===== src/hdl/fgs_pkg.sv =====
// Shared types, constants and the rule-table decode for the 7x7 fuzzy gain scheduler.
// Used by every module of the block; depends on nothing.
package fgs_pkg;

  // Default fraction bits of the Q-format inputs and result.
  localparam int FRAC_BITS_DEF = 12;

  // Field and table geometry.
  localparam int IN_W      = 16;
  localparam int OUT_W     = 15;
  localparam int NUM_SETS  = 7;
  localparam int SET_W     = 3;
  localparam int CODE_W    = 3;
  localparam int RULE_W    = NUM_SETS * CODE_W;
  localparam int CFG_IDX_W = 3;

  // Rule code decode: value is code minus the bias, the top code saturates.
  localparam logic [CODE_W-1:0] CODE_BIAS = 3'd3;
  localparam logic [CODE_W-1:0] CODE_SAT  = 3'd7;
  localparam logic signed [CODE_W-1:0] RULE_MAX  = 3'sd3;
  localparam logic signed [CODE_W-1:0] RULE_NONE = 3'sd0;

  typedef logic [NUM_SETS-1:0][RULE_W-1:0] rule_rows_t;

  // Four signed rule values, one per (error set, rate set) pair: index 2*a+b.
  typedef logic [3:0][CODE_W-1:0] rule_quad_t;

  localparam rule_rows_t RULE_RESET = {
    21'd1792814, 21'd1792813, 21'd1493221, 21'd599186,
    21'd1456429, 21'd1493878, 21'd1756022
  };

  // Signed rule value for error set r and rate set c. A set index past the
  // last set only occurs with a zero grade, so it reads as zero.
  function automatic logic signed [CODE_W-1:0] rule_value(
    input rule_rows_t        rows,
    input logic [SET_W-1:0]  r,
    input logic [SET_W-1:0]  c
  );
    logic [CODE_W-1:0] code;
    logic [RULE_W-1:0] row;
    code = CODE_BIAS;
    row  = '0;
    if ((int'(r) < NUM_SETS) && (int'(c) < NUM_SETS)) begin
      row  = rows[r];
      code = row[int'(c) * CODE_W +: CODE_W];
    end
    if (code == CODE_SAT) begin
      return RULE_MAX;
    end
    return signed'(CODE_W'(code - CODE_BIAS));
  endfunction

endpackage


===== src/hdl/fgs_fuzzify.sv =====
// First pipeline stage: clamps error and rate to plus or minus 3 and splits
// each into a base set index and the two triangle grades. Uses fgs_pkg.
module fgs_fuzzify
  import fgs_pkg::*;
#(
  parameter int FRAC_BITS = FRAC_BITS_DEF
) (
  input  logic                   clk,
  input  logic                   rst,
  input  logic                   in_valid,
  output logic                   in_ready,
  input  logic signed [IN_W-1:0] error_in,
  input  logic signed [IN_W-1:0] error_rate_in,
  output logic                   out_valid,
  input  logic                   out_ready,
  output logic [1:0][SET_W-1:0]  base_idx,   // [0] error, [1] rate
  output logic [1:0][FRAC_BITS:0] grade_lo,  // grade of the base set
  output logic [1:0][FRAC_BITS:0] grade_hi   // grade of the next set up
);

  localparam int XW = (FRAC_BITS + 4 > IN_W + 1) ? FRAC_BITS + 4 : IN_W + 1;
  localparam logic signed [XW-1:0] LIM_P = XW'(3 << FRAC_BITS);
  localparam logic signed [XW-1:0] LIM_N = -LIM_P;
  localparam logic [FRAC_BITS:0] GRADE_ONE = {1'b1, {FRAC_BITS{1'b0}}};

  logic signed [IN_W-1:0]     raw [2];
  logic signed [XW-1:0]       x [2];
  logic signed [XW-1:0]       xc [2];
  logic signed [XW-1:0]       u [2];
  logic [1:0][SET_W-1:0]      idx_next;
  logic [1:0][FRAC_BITS:0]    lo_next;
  logic [1:0][FRAC_BITS:0]    hi_next;

  assign raw[0] = error_in;
  assign raw[1] = error_rate_in;

  // Clamp, shift to [0, 6S] and split into set index and fraction.
  always_comb begin
    for (int g = 0; g < 2; g++) begin
      x[g]  = {{(XW-IN_W){raw[g][IN_W-1]}}, raw[g]};
      xc[g] = (x[g] > LIM_P) ? LIM_P : ((x[g] < LIM_N) ? LIM_N : x[g]);
      u[g]  = xc[g] + LIM_P;
      idx_next[g] = u[g][FRAC_BITS +: SET_W];
      hi_next[g]  = {1'b0, u[g][FRAC_BITS-1:0]};
      lo_next[g]  = GRADE_ONE - {1'b0, u[g][FRAC_BITS-1:0]};
    end
  end

  // Stage register with its valid bit.
  assign in_ready = !out_valid || out_ready;

  always_ff @(posedge clk) begin
    if (rst) begin
      out_valid <= 1'b0;
    end else if (in_ready) begin
      out_valid <= in_valid;
    end
  end

  always_ff @(posedge clk) begin
    if (in_ready && in_valid) begin
      base_idx <= idx_next;
      grade_lo <= lo_next;
      grade_hi <= hi_next;
    end
  end

endmodule


===== src/hdl/fgs_weight.sv =====
// Second and third pipeline stages: grade products with the rule lookup, then
// each product weighted by its signed rule value. Uses fgs_pkg.
module fgs_weight
  import fgs_pkg::*;
#(
  parameter int FRAC_BITS = FRAC_BITS_DEF,
  parameter int TW        = 2 * FRAC_BITS + 5
) (
  input  logic                    clk,
  input  logic                    rst,
  input  rule_rows_t              rule_rows,
  input  logic                    in_valid,
  output logic                    in_ready,
  input  logic [1:0][SET_W-1:0]   base_idx,
  input  logic [1:0][FRAC_BITS:0] grade_lo,
  input  logic [1:0][FRAC_BITS:0] grade_hi,
  output logic                    out_valid,
  input  logic                    out_ready,
  output logic [3:0][TW-1:0]      terms      // signed, pair index 2*a+b
);

  localparam int PW = 2 * FRAC_BITS + 2;

  logic                  prod_valid;
  logic                  prod_ready;
  logic                  in_ready_w;
  logic [3:0][PW-1:0]    prod;
  rule_quad_t            rules;
  logic [3:0][PW-1:0]    prod_next;
  rule_quad_t            rules_next;
  logic [1:0][FRAC_BITS:0] ge;
  logic [1:0][FRAC_BITS:0] gd;
  logic [1:0][SET_W-1:0]   es;
  logic [1:0][SET_W-1:0]   ds;

  // Grade products and rule values for the four set pairs.
  always_comb begin
    ge = {grade_hi[0], grade_lo[0]};
    gd = {grade_hi[1], grade_lo[1]};
    es = {base_idx[0] + SET_W'(1), base_idx[0]};
    ds = {base_idx[1] + SET_W'(1), base_idx[1]};
    for (int a = 0; a < 2; a++) begin
      for (int b = 0; b < 2; b++) begin
        prod_next[2*a+b]  = PW'(ge[a] * gd[b]);
        rules_next[2*a+b] = rule_value(rule_rows, es[a], ds[b]);
      end
    end
  end

  assign prod_ready = !prod_valid || in_ready_w;
  assign in_ready   = prod_ready;

  assign in_ready_w = !out_valid || out_ready;

  always_ff @(posedge clk) begin
    if (rst) begin
      prod_valid <= 1'b0;
    end else if (prod_ready) begin
      prod_valid <= in_valid;
    end
  end

  always_ff @(posedge clk) begin
    if (prod_ready && in_valid) begin
      prod  <= prod_next;
      rules <= rules_next;
    end
  end

  // Weight each product by its rule value (a small signed multiply).
  logic [3:0][TW-1:0] terms_next;

  always_comb begin
    for (int k = 0; k < 4; k++) begin
      terms_next[k] = TW'(signed'({{(TW-PW){1'b0}}, prod[k]})
                      * signed'({{(TW-CODE_W){rules[k][CODE_W-1]}}, rules[k]}));
    end
  end

  always_ff @(posedge clk) begin
    if (rst) begin
      out_valid <= 1'b0;
    end else if (in_ready_w) begin
      out_valid <= prod_valid;
    end
  end

  always_ff @(posedge clk) begin
    if (in_ready_w && prod_valid) begin
      terms <= terms_next;
    end
  end

endmodule


===== src/hdl/fgs_defuzz.sv =====
// Last three pipeline stages: sum of the weighted terms, magnitude, then
// rounding to nearest with ties away from zero. Uses fgs_pkg.
module fgs_defuzz
  import fgs_pkg::*;
#(
  parameter int FRAC_BITS = FRAC_BITS_DEF,
  parameter int TW        = 2 * FRAC_BITS + 5
) (
  input  logic                    clk,
  input  logic                    rst,
  input  logic                    in_valid,
  output logic                    in_ready,
  input  logic [3:0][TW-1:0]      terms,
  output logic                    out_valid,
  input  logic                    out_ready,
  output logic [OUT_W-1:0]        gain_adjust
);

  localparam int QW = TW - FRAC_BITS;
  localparam int RW = (QW + 1 > OUT_W) ? QW + 1 : OUT_W;
  localparam logic [TW-2:0] HALF  = (TW-1)'(1) << (FRAC_BITS - 1);
  localparam logic [QW-1:0] Q_MAX = QW'(3) << FRAC_BITS;

  logic                 sum_valid;
  logic                 sum_ready;
  logic signed [TW-1:0] num;
  logic                 mag_valid;
  logic                 mag_ready;
  logic                 neg;
  logic [TW-2:0]        mag;
  logic [TW-2:0]        rounded;
  logic [QW-1:0]        q;
  logic [QW-1:0]        q_sat;
  logic signed [RW-1:0] q_signed;

  assign in_ready  = !sum_valid || sum_ready;
  assign sum_ready = !mag_valid || mag_ready;
  assign mag_ready = !out_valid || out_ready;

  // Sum of the four weighted terms.
  always_ff @(posedge clk) begin
    if (rst) begin
      sum_valid <= 1'b0;
    end else if (in_ready) begin
      sum_valid <= in_valid;
    end
  end

  always_ff @(posedge clk) begin
    if (in_ready && in_valid) begin
      num <= signed'(terms[0]) + signed'(terms[1])
           + signed'(terms[2]) + signed'(terms[3]);
    end
  end

  // Sign and magnitude of the sum.
  always_ff @(posedge clk) begin
    if (rst) begin
      mag_valid <= 1'b0;
    end else if (sum_ready) begin
      mag_valid <= sum_valid;
    end
  end

  always_ff @(posedge clk) begin
    if (sum_ready && sum_valid) begin
      neg <= num[TW-1];
      mag <= num[TW-1] ? (TW-1)'(-num) : num[TW-2:0];
    end
  end

  // Round the magnitude, saturate to 3, restore the sign.
  always_comb begin
    rounded  = mag + HALF;
    q        = QW'(rounded >> FRAC_BITS);
    q_sat    = (q > Q_MAX) ? Q_MAX : q;
    q_signed = neg ? -signed'(RW'(q_sat)) : signed'(RW'(q_sat));
  end

  always_ff @(posedge clk) begin
    if (rst) begin
      out_valid <= 1'b0;
    end else if (mag_ready) begin
      out_valid <= mag_valid;
    end
  end

  always_ff @(posedge clk) begin
    if (mag_ready && mag_valid) begin
      gain_adjust <= q_signed[OUT_W-1:0];
    end
  end

endmodule


===== src/hdl/fuzzy_gain_scheduler_7x7.sv =====
// Top level of the 7x7 fuzzy gain scheduler: rule table registers and the
// six-stage datapath. Uses fgs_pkg, fgs_fuzzify, fgs_weight and fgs_defuzz.
//
// Usage:
//   Each request on the s_t* stream carries an error and an error rate in
//   signed fixed point with FRAC_BITS fraction bits. The block returns one
//   result on the m_t* stream per request: the grade-weighted average of the
//   7x7 rule table, same format, within plus or minus 3.
//   The rule table sits in seven 21-bit row registers written through the
//   cfg_* channel (cfg_index 0..6; higher indexes are ignored). cfg_ready is
//   always high. The user must write rows only while no request is in flight; the block does not enforce it.
//   Throughput is one request per cycle while the receiver keeps m_tready
//   high; the six register stages each hold one request, the grade
//   multipliers sit in the second stage.
//   Reset loads the default rule table and empties the pipeline.
//   When the receiver holds m_tready low, results stay in the output
//   register and the stages behind it keep filling their empty slots;
//   s_tready drops only once every stage holds a request.
module fuzzy_gain_scheduler_7x7
  import fgs_pkg::*;
#(
  parameter int FRAC_BITS = FRAC_BITS_DEF
) (
  input  logic                 clk,
  input  logic                 rst,
  input  logic                 s_tvalid,
  output logic                 s_tready,
  input  logic [2*IN_W-1:0]    s_tdata,   // [15:0] error_in, [31:16] error_rate_in
  output logic                 m_tvalid,
  input  logic                 m_tready,
  output logic [OUT_W:0]       m_tdata,   // [14:0] gain_adjust, [15] zero
  input  logic                 cfg_valid,
  output logic                 cfg_ready,
  input  logic [CFG_IDX_W-1:0] cfg_index,
  input  logic [RULE_W-1:0]    cfg_data
);

  localparam int TW = 2 * FRAC_BITS + 5;

  rule_rows_t                rule_rows;
  logic                      fz_valid;
  logic                      fz_ready;
  logic [1:0][SET_W-1:0]     base_idx;
  logic [1:0][FRAC_BITS:0]   grade_lo;
  logic [1:0][FRAC_BITS:0]   grade_hi;
  logic                      wt_valid;
  logic                      wt_ready;
  logic [3:0][TW-1:0]        terms;
  logic [OUT_W-1:0]          gain_adjust;

  // Rule table row registers.
  assign cfg_ready = 1'b1;

  always_ff @(posedge clk) begin
    if (rst) begin
      rule_rows <= RULE_RESET;
    end else if (cfg_valid && (int'(cfg_index) < NUM_SETS)) begin
      rule_rows[cfg_index] <= cfg_data;
    end
  end

  // Datapath stages.
  fgs_fuzzify #(.FRAC_BITS(FRAC_BITS)) u_fuzzify (
    .clk           (clk),
    .rst           (rst),
    .in_valid      (s_tvalid),
    .in_ready      (s_tready),
    .error_in      (signed'(s_tdata[IN_W-1:0])),
    .error_rate_in (signed'(s_tdata[2*IN_W-1:IN_W])),
    .out_valid     (fz_valid),
    .out_ready     (fz_ready),
    .base_idx      (base_idx),
    .grade_lo      (grade_lo),
    .grade_hi      (grade_hi)
  );

  fgs_weight #(.FRAC_BITS(FRAC_BITS), .TW(TW)) u_weight (
    .clk       (clk),
    .rst       (rst),
    .rule_rows (rule_rows),
    .in_valid  (fz_valid),
    .in_ready  (fz_ready),
    .base_idx  (base_idx),
    .grade_lo  (grade_lo),
    .grade_hi  (grade_hi),
    .out_valid (wt_valid),
    .out_ready (wt_ready),
    .terms     (terms)
  );

  fgs_defuzz #(.FRAC_BITS(FRAC_BITS), .TW(TW)) u_defuzz (
    .clk         (clk),
    .rst         (rst),
    .in_valid    (wt_valid),
    .in_ready    (wt_ready),
    .terms       (terms),
    .out_valid   (m_tvalid),
    .out_ready   (m_tready),
    .gain_adjust (gain_adjust)
  );

  assign m_tdata = {1'b0, gain_adjust};

  // A ready receiver never stalls the input side.
  a_no_stall_when_drained: assert property (@(posedge clk) disable iff (rst)
    m_tready |-> s_tready)
    else $error("input stalled while the receiver is ready");

  // The input side stalls only behind a held result.
  a_stall_has_cause: assert property (@(posedge clk) disable iff (rst)
    !s_tready |-> (m_tvalid && !m_tready))
    else $error("input stalled without a held result");

  // A write to a table row lands in that row.
  a_row_written: assert property (@(posedge clk) disable iff (rst)
    (cfg_valid && cfg_ready && (cfg_index < CFG_IDX_W'(NUM_SETS)))
    |=> (rule_rows[$past(cfg_index)] == $past(cfg_data)))
    else $error("rule row write lost");

  // A write past the last row leaves the table alone.
  a_bad_index_ignored: assert property (@(posedge clk) disable iff (rst)
    (cfg_valid && cfg_ready && (cfg_index >= CFG_IDX_W'(NUM_SETS)))
    |=> $stable(rule_rows))
    else $error("rule table changed by an out-of-range write");

endmodule


===== config.mk =====
export PLATFORM = sky130hd
export DESIGN_NAME = fuzzy_gain_scheduler_7x7
export DESIGN_NICKNAME = d
export VERILOG_FILES = /design/src/hdl/fgs_pkg.sv /design/src/hdl/fgs_fuzzify.sv /design/src/hdl/fgs_weight.sv /design/src/hdl/fgs_defuzz.sv /design/src/hdl/fuzzy_gain_scheduler_7x7.sv
export SDC_FILE = /design/constraint.sdc
export NUM_CORES = 2
export LEC_CHECK = 0
export BUFFER_PORTS_ARGS = -buffer_cell sky130_fd_sc_hd__buf_4
export CAP_MARGIN = 20
export CORE_MARGIN = 2
export CORE_UTILIZATION = 45
export CTS_CLUSTER_SIZE = 10
export DETAILED_ROUTE_END_ITERATION = 8
export HOLD_SLACK_MARGIN = 0.03
export PLACE_DENSITY = 0.6
export SLEW_MARGIN = 10
export SYNTH_ARGS = -nofsm -noshare
export SYNTH_HDL_FRONTEND = slang
export SYNTH_SLANG_ARGS = --single-unit

===== constraint.sdc =====
create_clock -name clk -period 10.4 [get_ports clk]
set_clock_uncertainty 0.2 [all_clocks]
set_input_delay 1.04 -clock clk [delete_from_list [all_inputs] [get_ports clk]]
set_output_delay 1.04 -clock clk [all_outputs]
set_load 0.1 [all_outputs]

Word level (Yosys, flattened, before mapping)
Cells that the tools add are included.
Widths: inputs -> output; s select.
- flip-flop bits (word level): 514
- bits of input ports: 61
- output and inout bits: 19
- word-level logic and storage cells: 137
- add/sub/neg operators: 16
- multiply operators: 10
- magnitude comparators: 14
- eq/ne operators: 4
- shift-type cells: 4
- mux-type cells: 30
- reduce and logical (&&, ||, !) cells: 24
- operator list (cell ; number):
    $bwmux 147 ; 1
    $shiftx 21x32->3 ; 4
    $bmux 21 s3 ; 2
    $mul 27x3->29 ; 4
    $mux 15 ; 6
    $add 29x29->29 ; 3
    $demux 21 s3 ; 1
    $mux 21 ; 3
    $mux 3 ; 12
    $gt 16x15->1 const B ; 2
    $lt 16x15->1 const B ; 2
    $add 15x15->15 const B ; 2
    $add 28x12->28 const B ; 1
    $mux 28 ; 1
    $neg 28->28 ; 1
    $mul 13x13->26 ; 1
    $sub 13x12->13 const A ; 2
    $mul 12x13->25 ; 1
    $mul 13x12->25 ; 1
    $mul 12x12->24 ; 1
    $gt 16x14->1 const B ; 1
    $lt 3x3->1 const B ; 5
    $neg 15->15 ; 1
    $eq 3x3->1 const B ; 4
    other kinds (9) ; 40

Longest topological paths before layout
- depth after elaboration: 8
- gate-level depth with buffers: 22
- gate-level depth less buffers: 21

Hierarchy
Synthesis repeated with hierarchy kept, for this count alone.
- cell total of the unflattened synthesis: 5995
- area total of the unflattened synthesis: 57262.4 µm²
- by module, submodules not included (module ; instances ; cells an instance ; area each (µm²)):
    fgs_weight ; 1 ; 4568 ; 42522.0
    fgs_defuzz ; 1 ; 670 ; 6417.4
    fuzzy_gain_scheduler_7x7 ; 1 ; 538 ; 5670.4
    fgs_fuzzify ; 1 ; 219 ; 2652.5

Least setup slack after synthesis
OpenSTA, ideal clock, no wires.
- kind: input -> register
- start: input m_tready
- end: register u_weight.prod[0] in the netlist's numbering, enable pin
- arrival: 9491 ps
- required time: 9457 ps
- path slack: -34 ps
- stages: 5
- buffers on the path: 1
- cells stage by stage: nor2b_1 > and2_1 > and3_1 > clkbuf_1 > a21boi_0
- word-level cells in the longest chain between the ends: 6
- ends and longest elaborated chain (item ; RTL line ; source):
    start, declared ; fuzzy_gain_scheduler_7x7.sv:30 ; input logic m_tready,
    $logic_or 1x1->1 ; fgs_defuzz.sv:38 ; assign mag_ready = !out_valid || out_ready;
    $logic_or 1x1->1 ; fgs_defuzz.sv:37 ; assign sum_ready = !mag_valid || mag_ready;
    $logic_or 1x1->1 ; fgs_defuzz.sv:36 ; assign in_ready = !sum_valid || sum_ready;
    $logic_or 1x1->1 ; fgs_weight.sv:53 ; assign in_ready_w = !out_valid || out_ready;
    $logic_or 1x1->1 ; fgs_weight.sv:50 ; assign prod_ready = !prod_valid || in_ready_w;
    $logic_and 1x1->1 ; fgs_weight.sv:64 ; if (prod_ready && in_valid) begin
    end signal, assigned ; fgs_weight.sv:65 ; prod <= prod_next;
    end, declared ; fgs_weight.sv:27 ; logic [3:0][PW-1:0] prod;
No other way between the ends.
A chain may end at the register's enable or synchronous reset.

==> impl_metrics.yaml <==
status:
  status: "complete, no violations"
worst_setup_path:
  worst-path-max-fanout: 24
  r2r_start: "u_fuzzify.grade_hi[18]"
  endpoint_kind: "flop"
  crit_required_ns: 10.55
  worst-setup-path-type: "flop to flop"
  crit_path_start_kind: "flop"
  arrival_ns: 6.71
  startpoint: "u_fuzzify.grade_hi[18]"
die:
  dieArea_um2: 120900
  die_y_um: 347.8
  rows: 126
  io_pins: 80
  start_util_pct: 45.22
  die_w_um: 347.8
  coreArea_um2: 117600
detailed_routing:
  finalWirelength_mm: 131.4
  wl_per_cell_um: 18.34
  ant_nets: 0
  route.detailed.drc: 0
  vias_per_cell: 5.338
  drtPass1Iterations: 7
  first_iter_violations: 2557
  vias: 38245
timing:
  tightest_slew_ns: 1.123
  max_freq_mhz: 152.4
  timing.final.max_slew_violations: 0
  setup_viol: 0
  setup_tns_ns: 0
  finalHoldViolCount: 0
  period_needed_ns: 6.564
  max-slew-margin-rel_pct: 25.14
  rsz0062_at_grt: "false"
  post-route-period-util_pct: 63.11
place:
  post-dp-hpwl_mm: 100.8
  dp_cells: 7051
  place_congestion: 0.8586
  port-buffer-count: 77
logic_synthesis:
  synth_most_common_cell: "nand2_1"
  syn_area_per_cell_um2: 9.473
  synth_fa_ha_area_share_pct: 34.40
  synth_top_family_by_area: "adder cells"
  synth-seq-cells: 494
  ys_async_sr_fraction_pct: 0
  synth-seq-area-share_pct: 25.01
  synth-simple-area-share_pct: 16.45
  synthCells: 5614
  ys.flop_type: "edfxtp_1"
  yosys_warnings: 0
  synth_compound_area_share_pct: 8.364
  synth_edf_count: 341
  ys_types: 89
  syn_area_um2: 53180
  syn-num-nets: 6779
  synth_largest_area_cell: "fa_1"
  synth_top_area_share_pct: 22.47
  synthTopCellsByArea: "fa_1 (22%), edfxtp_1 (19%), ha_1 (12%)"
  yosys-top-cells-count: "nand2_1 (974), inv_1 (858), fa_1 (597)"
  synth_xor_area_share_pct: 4.117
  synthMuxAreaShare_pct: 3.830
global_routing:
  met3_usage_pct: 2.340
  grt_use_met1_pct: 30.38
  busiest_layer: "met2"
  grt_start_max_net_pins: 81
  grt_pass1_vias: 38594
  antenna_found_initial: 0
  met2_usage_pct: 36.79
  grt_pass1_wl_mm: 211.5
  grt-ovfl-total: 0
  grt_usage_pct: 22.10
clock_network:
  clkTransAtPathRegs_ns: 0.06
  clkLatencyLatePin_ns: 0.65
  htree_levels: 3
  cts_setup_buffers: 0
  clock-sinks: 494
  root_buffer: "clkbuf_16"
  hold_buffers: 0
  cts.path.max_buffers: 3
  numCtsBuffers: 66
  cts.repair.resized: 0
  cts_tree: "built"
job:
  max_cap_violations: 0
layout:
  fillers: 11135
  syn_to_final_growth_pct: 7.933
  finalNetCount: 6750
  fin_cells: 7165
  utilization_pct: 48.81
  seqCellArea_um2: 13300
  drive_above_1_share_pct: 5.883
  multi_input_area_um2: 35780
hold_path:
  min-delay-start: "rule_rows[83]"
  hold_class: "flop to flop"
## placed cells by master, fill, tap and decap left out, drive strengths merged, types with 87 or more instances in the layout
master / instances
edfxtp: 341
dfxtp: 153
inv: 862
and2: 281
nor2: 155
xnor2: 189
ha: 507
nand2: 974
a21oi: 218
clkbuf: 88
nand2b: 123
o21ai: 144
nand3b: 87
buf: 136
fa: 597
## stage by stage
stage,instance area [µm²],hold slack [ns],setup WS (ns)
6_report,57400,0.2653,3.836
3_3_place_gp,55230,0.2506,3.908
4_1_cts,57340,0.2643,3.856
3_5_place_dp,55280,0.2568,3.887
2_1_floorplan,53180,0.2430,2.841
5_1_grt,57390,0.2902,3.396
## per-layer routing
| metal | up-vias | part of all wire (%) |
|---|---|---|
| li1 | 18163 | - |
| met1 | 19004 | 45 |
| met2 | 901 | 47 |
| met3 | 177 | 4.6 |
| met4 | 0 | 2.7 |
| met5 | - | 0 |
## cell type report
class	instances	share of cell area (%)
Clock inverter	22	0.4599
Inverter	859	5.617
Clock buffer	87	3.121
Sequential cell	494	23.18
Antenna cell	3	0.01308
Timing Repair Buffer	137	1.927
Multi-Input combinational cell	4027	62.34
Tap cell	1536	3.348
## sequential cells by signal (all words and copies together) (netlist names)
| name | flops |
|---|---|
| rule_rows | 147 |
| u_weight.terms | 116 |
| u_weight.prod | 97 |
| u_defuzz.num | 29 |
| u_fuzzify.grade_lo | 26 |
| u_fuzzify.grade_hi | 22 |
| u_defuzz.mag | 17 |
| u_defuzz.gain_adjust | 15 |
| u_weight.rules | 12 |
| u_fuzzify.base_idx | 6 |
| u_defuzz.mag_valid | 1 |
| u_defuzz.neg | 1 |
| u_defuzz.out_valid | 1 |
| u_defuzz.sum_valid | 1 |
| u_fuzzify.out_valid | 1 |
| u_weight.out_valid | 1 |
| u_weight.prod_valid | 1 |
## worst paths after layout
check                       endpoint  slack (ns)  cells past startpoint
setup / recovery  u_weight.prod[100]        3.84                     21
hold / removal         rule_rows[83]        0.27                      2
hold reg to reg        rule_rows[83]        0.27                      2
setup reg to reg  u_weight.prod[100]        3.84                     21
## logic make-up after synthesis
kind of cell	Yosys count
compound gates	697
xor+xnor	250
fa+ha+maj	1104
buf+inv	1093
flops	494
mux	135
other cells	2
simple gates	1839
## worst max-delay path: stages, from the launching register on
cell and delay [ns]:
edfxtp_1 1.09, nand2_1 0.30, fa_1 0.52, inv_1 0.07
ha_1 0.13, inv_1 0.05, fa_1 0.53, inv_1 0.04
ha_1 0.26, inv_1 0.05, fa_1 0.52, inv_1 0.04
ha_1 0.32, nor2b_1 0.14, o21ai_0 0.23, a21boi_0 0.16
o21ai_0 0.25, a21boi_0 0.18, o41ai_1 0.52, o31ai_1 0.19
o41ai_1 0.33, xnor2_1 0.12
Power is left out: the tool's default activity adds up to more than one toggle a clock period on the data nets, which glitch-free logic cannot reach.
